File: src/hdl/sedm_pkg.sv
// Package for the stereo echo delay mix unit: item types, configuration
// register codes and default sizes. No dependencies.
package sedm_pkg;

    localparam int MAX_DELAY_DEF      = 65536;
    localparam int GAIN_FRAC_BITS_DEF = 12;

    localparam int SAMPLE_W   = 16;
    localparam int CFG_DATA_W = 16;
    localparam int CFG_IDX_W  = 8;

    localparam logic [CFG_IDX_W-1:0] CFG_DELAY_SAMPLES = CFG_IDX_W'(0);
    localparam logic [CFG_IDX_W-1:0] CFG_ECHO_GAIN     = CFG_IDX_W'(1);

    localparam logic [CFG_DATA_W-1:0] DELAY_SAMPLES_RST = CFG_DATA_W'(22050);
    localparam logic [CFG_DATA_W-1:0] ECHO_GAIN_RST     = CFG_DATA_W'(2048);

    typedef struct packed {
        logic signed [SAMPLE_W-1:0] left_in;
        logic signed [SAMPLE_W-1:0] right_in;
        logic                       tail;
    } t_in_item;

    typedef struct packed {
        logic signed [SAMPLE_W-1:0] left_out;
        logic signed [SAMPLE_W-1:0] right_out;
        logic                       clipped;
    } t_out_item;

endpackage

File: src/hdl/sedm_mix.sv
// One channel of the echo mix: current sample plus delayed sample times
// gain, truncated toward zero and saturated to 16 bits. Uses sedm_pkg.
module sedm_mix #(
    parameter int GAIN_FRAC_BITS = sedm_pkg::GAIN_FRAC_BITS_DEF
) (
    input  logic signed [sedm_pkg::SAMPLE_W-1:0]   i_cur,
    input  logic signed [sedm_pkg::SAMPLE_W-1:0]   i_old,
    input  logic        [sedm_pkg::CFG_DATA_W-1:0] i_gain,
    output logic signed [sedm_pkg::SAMPLE_W-1:0]   o_sample,
    output logic                                   o_clip
);
    import sedm_pkg::*;

    localparam int PROD_W = SAMPLE_W + CFG_DATA_W + 1;
    localparam int BASE_W = SAMPLE_W + GAIN_FRAC_BITS;
    localparam int ACC_W  = ((PROD_W > BASE_W) ? PROD_W : BASE_W) + 1;

    localparam logic signed [ACC_W-1:0] SAT_HI = ACC_W'(32767);
    localparam logic signed [ACC_W-1:0] SAT_LO = ACC_W'(-32768);

    logic signed [ACC_W-1:0] prod;
    logic signed [ACC_W-1:0] base;
    logic signed [ACC_W-1:0] acc;
    logic signed [ACC_W-1:0] quot;
    logic                    rnd;

    always_comb begin
        prod = $signed(i_old) * $signed({1'b0, i_gain});
        base = ACC_W'(i_cur) <<< GAIN_FRAC_BITS;
        acc  = base + prod;
        // floor shift, then step back up for negative values with a fraction
        rnd  = acc[ACC_W-1] && (acc[GAIN_FRAC_BITS-1:0] != '0);
        quot = (acc >>> GAIN_FRAC_BITS) + $signed(ACC_W'(rnd));
        if (quot > SAT_HI) begin
            o_sample = SAMPLE_W'(32767);
            o_clip   = 1'b1;
        end else if (quot < SAT_LO) begin
            o_sample = SAMPLE_W'(-32768);
            o_clip   = 1'b1;
        end else begin
            o_sample = quot[SAMPLE_W-1:0];
            o_clip   = 1'b0;
        end
    end

endmodule

File: config.mk
export PLATFORM = sky130hd
export DESIGN_NAME = sedm_mix
export DESIGN_NICKNAME = d
export VERILOG_FILES = /design/src/hdl/sedm_pkg.sv /design/src/hdl/sedm_mix.sv
export SDC_FILE = /design/constraint.sdc
export NUM_CORES = 1
export LEC_CHECK = 0
export BUFFER_PORTS_ARGS = -buffer_cell sky130_fd_sc_hd__buf_2
export CORE_MARGIN = 2
export CORE_UTILIZATION = 35
export DETAILED_ROUTE_END_ITERATION = 10
export SLEW_MARGIN = 20
export SYNTH_ARGS = -nofsm -noshare
export SYNTH_HDL_FRONTEND = slang
export SYNTH_SLANG_ARGS = --single-unit
File: constraint.sdc
create_clock -name vclk -period 11.97
set_clock_uncertainty 0.05 [all_clocks]
set_input_delay 1.7955 -clock vclk [all_inputs]
set_output_delay 1.7955 -clock vclk [all_outputs]
set_load 0.03 [all_outputs]
Word-level counts from Yosys, hierarchy flattened:

Index checks and enable logic that the tools add are counted.

* bits in registers: 0
* logic and storage cells: 11
* output and inout port bits: 17

* magnitude comparators: 2
* add/subtract/negate cells: 2
* reductions and logical operators: 2
* mux-type cells: 4
* multiply operators: 1

Operators by type and width (count)
* 28-bit by 33-bit adder with 34-bit output: 1
* 16-bit by 17-bit multiplier with 33-bit output: 1
* 16-bit 2-to-1 mux: 2
* 22-bit by 2-bit adder with 23-bit output: 1
* 23-bit by 16-bit greater-than comparator with 1-bit output, second input constant: 1
* 23-bit by 16-bit < comparator with 1-bit output, second input constant: 1
* 12-bit nonzero test: 1
* 1-bit 2-to-1 mux: 2
* 1-bit logical AND: 1

Depth between registers and ports, before layout:

Gate-level depths: netlist of run 1.

* word-level depth: 8
* mapped depth: 34
* gate-level depth less buffers: 31

Worst setup path before layout of run 1:

Ideal clock, no wire load.

* kind: input-to-output
* start: input i_old[7] in the netlist's numbering
* end: output o_sample[2] in the netlist's numbering
* slack: 0.573 ns
* arrival: 9.552 ns
* path buffers: 2
* required time: 10.125 ns
* cell stages on the path: 32
* cell sequence: clkbuf_1 -> nand2_1 -> fa_1 -> inv_1 -> fa_1 -> inv_1 -> fa_1 -> inv_1 -> fa_1 -> fa_1 -> inv_1 -> fa_1 -> inv_1 -> ha_1 -> buf_4 -> a21oi_1 -> o21ai_0 -> a32oi_1 -> a21oi_1 -> o41ai_2 -> o21bai_1 -> a21oi_1 -> xnor2_1 -> o41a_1 -> ha_1 -> and2_1 -> nand4_2 -> nor4_4 -> nand2_1 -> xnor2_1 -> o41a_4 -> o21ai_0

* longest elaborated chain between the ends: 8

RTL lines
* start, declared: RTL line sedm_mix.sv:7 `input logic signed [sedm_pkg::SAMPLE_W-1:0] i_old,`
* 16-bit by 17-bit multiplier with 33-bit output (*): RTL line sedm_mix.sv:28 `prod = $signed(i_old) * $signed({1'b0, i_gain});`
* 28-bit by 33-bit adder with 34-bit output (*): RTL line sedm_mix.sv:30 `acc = base + prod;`
* 12-bit nonzero test: RTL line sedm_mix.sv:32 `rnd = acc[ACC_W-1] && (acc[GAIN_FRAC_BITS-1:0] != '0);`
* 1-bit logical AND: RTL line sedm_mix.sv:32
* 22-bit by 2-bit adder with 23-bit output (*): RTL line sedm_mix.sv:33 `quot = (acc >>> GAIN_FRAC_BITS) + $signed(ACC_W'(rnd));`
* 23-bit by 16-bit < comparator with 1-bit output: RTL line sedm_mix.sv:37 `end else if (quot < SAT_LO) begin`
* 16-bit 2-to-1 mux: RTL line sedm_mix.sv:37
* 16-bit 2-to-1 mux (*): RTL line sedm_mix.sv:34 `if (quot > SAT_HI) begin`
* end, declared: RTL line sedm_mix.sv:9 `output logic signed [sedm_pkg::SAMPLE_W-1:0] o_sample,`

Every way passes the cells marked *; elsewhere a longest branch is shown, timed or not.

Worst setup path after layout of run 1:

* start: input i_old[6] in the netlist's numbering
* end: output o_clip

* longest elaborated chain between the ends: 8

RTL lines
* 16-bit by 17-bit multiplier with 33-bit output (*): RTL line sedm_mix.sv:28
* 28-bit by 33-bit adder with 34-bit output (*): RTL line sedm_mix.sv:30
* 12-bit nonzero test: RTL line sedm_mix.sv:32
* 1-bit logical AND: RTL line sedm_mix.sv:32
* 22-bit by 2-bit adder with 23-bit output (*): RTL line sedm_mix.sv:33
* 23-bit by 16-bit < comparator with 1-bit output: RTL line sedm_mix.sv:37
* 1-bit 2-to-1 mux: RTL line sedm_mix.sv:37
* 1-bit 2-to-1 mux (*): RTL line sedm_mix.sv:34
* end, declared: RTL line sedm_mix.sv:10 `output logic o_clip`

Marked as above.

==> results by group, run 1 <==
Outcome
  – Outcome: finished, final reports clean

Logic synthesis
  – Post-synthesis xor/xnor area fraction: 0.0317
  – Largest family of logic cells by synthesized area: adder cells
  – Synth Area in Simple Gates: 0.193
  – Register area share after synthesis: 0
  – Post-Synth Adder-Cell Area: 0.551
  – Yosys cell types: 75
  – Mux cell area share after synthesis: 0.000955
  – Compound-cell area share of the yosys netlist: 0.0995
  – Avg Inst Size Synth: 8.56 um^2
  – Syn Nets: 1605
  – Synth Warn #: 0
  – Post-Syn Area: 0.0105 mm^2
  – Post-Syn Instances: 1224

Placement
  – Placer Congestion: 0.887
  – Dpl cells: 1641
  – Detailed placement HPWL: 22200 um
  – I/O Buffers: 65

GRT
  – Met3 global-route usage: 0.00644
  – Gr usage total: 0.167
  – Met1 Resource Use GR: 0.241
  – First-pass GRT wire length: 42500 um
  – M2 GR Usage: 0.285
  – Vias in the first global route: 8277
  – Largest net degree at the start of global routing: 17
  – GRT Max-Usage Layer: met2
  – Antenna violations before repair: 0
  – Global route overflow: 0

Critical path
  – Critical Path Fanout Max: 16
  – Worst path max stage delay: 0.55 ns
  – CP Launch Type: input pin
  – Crit path max-delay cell type: fa_1
  – Worst Path Required: 10.12 ns
  – Worst Setup End Kind: primary output
  – Top cell by count, worst path: fa_1
  – WS Path Type: in2out
  – Worst EP arrival: 9.73 ns

Floorplanning
  – Die Span Y: 177 um
  – Boundary pin count: 65
  – Die area: 0.0314 mm^2
  – Core area: 0.0296 mm^2
  – Chip width: 177 um
  – Initial Util: 0.355
  – Row Count: 63

Final layout
  – FF/Latch Area: 0 um^2
  – Most common cell after layout, fill and taps aside: inv_1
  – Layout cells sized above 1: 0.111
  – Most frequent cells in the layout: 281 x inv_1, 215 x fa_1, 148 x nand2_1
  – ANT cells: 0
  – Seq_cells: 0
  – Layout Cells excl Fill: 1653
  – Final core occ: 0.383
  – P&R area growth vs syn: 7.94%
  – CLK BUF: 0
  – NumNets Final: 1646

Timing
  – Period minus WS final: 11.58 ns
  – Fin crit share: 0.967
  – Fmax: 0.0864 GHz
  – Final setup viols: 0
  – Endpoints failing hold: 0
  – Pins over their slew limit: 0
  – Rel. slew slack: 0.575
  – Slew @ Worst Pin: 0.633 ns

Detailed routing
  – DR WL/cell: 15.5 um
  – 1st-iter DRT viols: 352
  – Routed vias/inst: 4.98
  – Routed Antenna Nets: 0
  – Final wirelength: 25700 um
  – Vias: 8238
  – DR DRC count: 0
  – TritonRoute pass-1 iters: 5

Hold path
  – Hold Crit Class: in2out
  – Worst Min Path Start: i_cur[15]
  – Hold Path Sink: o_sample[15]
  – Hold Path Depth: 6

Flow run
  – Max-cap violations: 0
[logic make-up after synthesis]
logic type,Yosys count
AOI/OAI and AO/OA,136
buffers and inverters,330
and+or+nand+nor,386
adders and majority gates,333
xor gates and xnor gates,38
muxes,1
[per-layer routing]
layer,vias to the layer above,share of wire,wire length [um]
li1,3845,-,-
met1,4162,0.45,11500
met2,201,0.49,12600
met3,30,0.044,1130
met4,0,0.017,439
met5,-,0,0
[synthesized netlist by cell type, types with 8 or more instances]
master | instances | area, um^2
nor3_1 | 8 | 40.0
a21o_1 | 8 | 60.1
inv_1 | 282 | 1060
o21ai_2 | 15 | 131
nor2_1 | 36 | 135
xor2_1 | 18 | 158
xnor2_1 | 20 | 175
nand2b_1 | 8 | 50.1
o211ai_1 | 8 | 60.1
fa_1 | 215 | 4300
a21oi_1 | 33 | 165
clkbuf_1 | 34 | 128
nand2_1 | 148 | 556
o21ai_0 | 20 | 100
nand4_1 | 11 | 68.8
and2_1 | 130 | 813
ha_1 | 118 | 1480
[worst max path at each step]
stage / startpoint / endpoint / cells past startpoint
after floorplan: i_old[7] / o_sample[2] / 32
after global placement: i_old[10] / o_sample[3] / 32
after detailed placement: i_old[10] / o_sample[2] / 32
after CTS: i_old[10] / o_sample[2] / 32
after global routing: i_old[10] / o_sample[4] / 31
final: i_old[6] / o_clip / 33
[critical path: cells and delay by family]
| family | cells | cell delay, ns |
|---|---|---|
| AOI/OAI and AO/OA | 12 | 2.33 |
| xor gates and xnor gates | 1 | 0.18 |
| adders and majority gates | 9 | 3.89 |
| buffers and inverters | 8 | 1.00 |
| and+or+nand+nor | 3 | 0.50 |
[repair_timing]
action / 4_1_cts / 5_1_grt
gates resized for setup: 0 / 26
buffers inserted: 0 / 11
endpoints found under the setup margin: 0 / 16
hold buffers: 0 / 0
[metrics by stage]
step                      hold slack (ns)  TNS [ns]  area [um^2]  setup slack (ns)
final                                4.49         0        11300             0.394
after global routing                 4.53    -0.121        11300           -0.0413
after CTS                            4.52         0        11100           0.00296
after floorplan                      4.07         0        10500             0.573
after global placement               4.52         0        11100             0.264
after detailed placement             4.52         0        11100           0.00291
[layout make-up]
cell class	instances	area, um^2
timing repair inverter	1	7.51
multi-input combinational	894	9250
fill	3068	18200
timing repair buffer	86	503
inverter	282	1060
tap	390	488
Power of run 1 is left out: the tool's default activity adds up to more than one toggle a clock period on the data nets, which glitch-free logic cannot reach.
==> run 2, diff against run 1 <==
Settings changed: PLACE_DENSITY from default to 0.49.
Clock period 11.97 ns to 13.8 ns, I/O delays scaled along.
==> run 2 against run 1 <==
Against the previous run:
- setup slack improved by 0.61 ns
- critical path type unchanged
- die area is the same
- non-clock buffer count shrank 21
- highest routed layer unchanged
==> results by group, run 2 (same netlist as run 1, synthesis figures left out) <==
Critical path
  – Top Family by Delay on Critical Path: adder cells (unchanged)
  – Crit path max-delay cell type: fa_1 (unchanged)
  – Worst Path Buf+Inv: 7 (was 8)
  – Top cell by count, worst path: fa_1 (unchanged)
  – Worst Path Required: 11.68 ns (was 10.12 ns)
  – WS Path Type: in2out (unchanged)
  – Worst Setup End Kind: primary output (unchanged)
  – Critical Path Fanout Max: 16 (unchanged)
  – CP Launch Type: input pin (unchanged)
  – Worst path max stage delay: 0.55 ns (about the same)
  – Worst EP arrival: 10.68 ns (was 9.73 ns)

Final layout
  – Post-route cell area: 0.0111 mm^2 (was 0.0113 mm^2)
  – ANT cells: 0 (unchanged)
  – Layout cells sized above 1: 0.0870 (was 0.111)
  – Most frequent cells in the layout: 282 x inv_1, 215 x fa_1, 148 x nand2_1 (was 281 x inv_1, 215 x fa_1, 148 x nand2_1)
  – NumNets Final: 1624 (was 1646)
  – Seq_cells: 0 (unchanged)
  – Fillers: 3145 (was 3068)
  – CLK BUF: 0 (unchanged)
  – P&R area growth vs syn: 5.56% (was 7.94%)
  – Most common cell after layout, fill and taps aside: inv_1 (unchanged)
  – FF/Latch Area: 0 um^2 (unchanged)

Floorplanning
  – Core area: 0.0296 mm^2 (unchanged)
  – Chip width: 177 um (unchanged)
  – Die area: 0.0314 mm^2 (unchanged)
  – Boundary pin count: 65 (unchanged)
  – Row Count: 63 (unchanged)
  – Die Span Y: 177 um (unchanged)
  – Initial Util: 0.355 (unchanged)

Clocking
  – Hold-fix buffers, CTS: 0 (unchanged)
  – Post-CTS Resized: 0 (unchanged)
  – Setup bufs post-CTS: 0 (unchanged)

Detailed routing
  – DR WL/cell: 16.4 um (was 15.5 um)
  – DR DRC count: 0 (unchanged)
  – TritonRoute pass-1 iters: 5 (unchanged)
  – 1st-iter DRT viols: 377 (was 352)
  – Vias: 7936 (was 8238)
  – Final wirelength: 26700 um (was 25700 um)
  – Routed Antenna Nets: 0 (unchanged)
  – Routed vias/inst: 4.87 (was 4.98)

Timing
  – Final setup margin: 0.999 ns (was 0.394 ns)
  – Fin crit share: 0.928
  – Rel. slew slack: 0.627 (was 0.575)
  – Pins over their slew limit: 0 (unchanged)
  – Min Hold Slack: 5.04 ns (was 4.49 ns)
  – Period minus WS final: 12.80 ns
  – RSZ-0062 raised after global routing: no
  – Final setup viols: 0 (unchanged)
  – Final setup TNS: 0 ns (unchanged)
  – Endpoints failing hold: 0 (unchanged)
  – Fmax: 0.0781 GHz
  – Slew @ Worst Pin: 0.555 ns (was 0.633 ns)

Placement
  – Placer Congestion: 0.860 (was 0.887)
  – I/O Buffers: 65 (unchanged)
  – Detailed placement HPWL: 22700 um (was 22200 um)
  – Placed cell areas: 0.0111 mm^2 (about the same)
  – Place WS: 1.04 ns (was 0.00291 ns)

GRT
  – Largest net degree at the start of global routing: 17 (unchanged)
  – Met1 Resource Use GR: 0.258 (was 0.241)
  – M2 GR Usage: 0.306 (was 0.285)
  – Antenna violations before repair: 0 (unchanged)
  – Gr usage total: 0.178 (was 0.167)
  – GRT Max-Usage Layer: met2 (unchanged)
  – First-pass GRT wire length: 44600 um (was 42500 um)
  – Vias in the first global route: 8363 (was 8277)
  – Global route overflow: 0 (unchanged)
  – Met3 global-route usage: 0.00988 (was 0.00644)

Hold path
  – Hold Path Depth: 6 (unchanged)
  – Hold Crit Class: in2out (unchanged)
  – Worst Min Path Start: i_cur[15] (unchanged)
  – Hold Path Sink: o_sample[15] (unchanged)

Flow run
  – Max-cap violations: 0 (unchanged)

Outcome
  – Outcome: finished, final reports clean (unchanged)
[run 2: cell count changes in the layout (fill, tap and decap cells not counted), moves of 2 or more]
cell	before	now
o21ai_0	16	20
ha_2	3	0
clkinvlp_4	2	0
buf_2	57	65
a21oi_1	29	33
o21ai_1	7	3
buf_4	21	0
a21oi_2	4	0
clkbuf_4	8	0
ha_1	115	118
[run 2: metrics by stage]
step,utilization,instances
after CTS,0.374,1631
after floorplan,-,1224
after detailed placement,0.374,1631
after global routing,0.374,1631
after global placement,0.374,1631
final,0.374,1631
[run 2: worst max path at each step]
stage               startpoint           to  slack, ns  depth (start not counted)
floorplan             i_old[7]  o_sample[2]       1.85                         32
finish                i_old[7]  o_sample[3]        1.0                         32
global route         i_gain[7]  o_sample[2]       0.28                         32
global placement      i_old[7]  o_sample[4]       1.28                         32
CTS                   i_old[7]  o_sample[3]       1.02                         32
detailed placement    i_old[7]  o_sample[3]       1.04                         32
[run 2: final cells by class]
cell class,count,area [um^2],share of cell area
timing repair buffer,65,325,0.0294
multi-input combinational,894,9190,0.831
tap,390,488,0.0441
inverter,282,1060,0.0957
[run 2: worst min-delay path: cells and delay by family]
kind          cells  cell delay (ns)
xor+xnor          3             0.47
buf+inv           2             0.28
simple gates      1             0.21
[run 2: metal layers]
layer	vias to the layer above	routed length [um]
met5	-	0
met4	0	146
met3	7	775
met2	115	13200
met1	4019	12600
li1	3795	-
Power of run 2 is left out for the same reason.
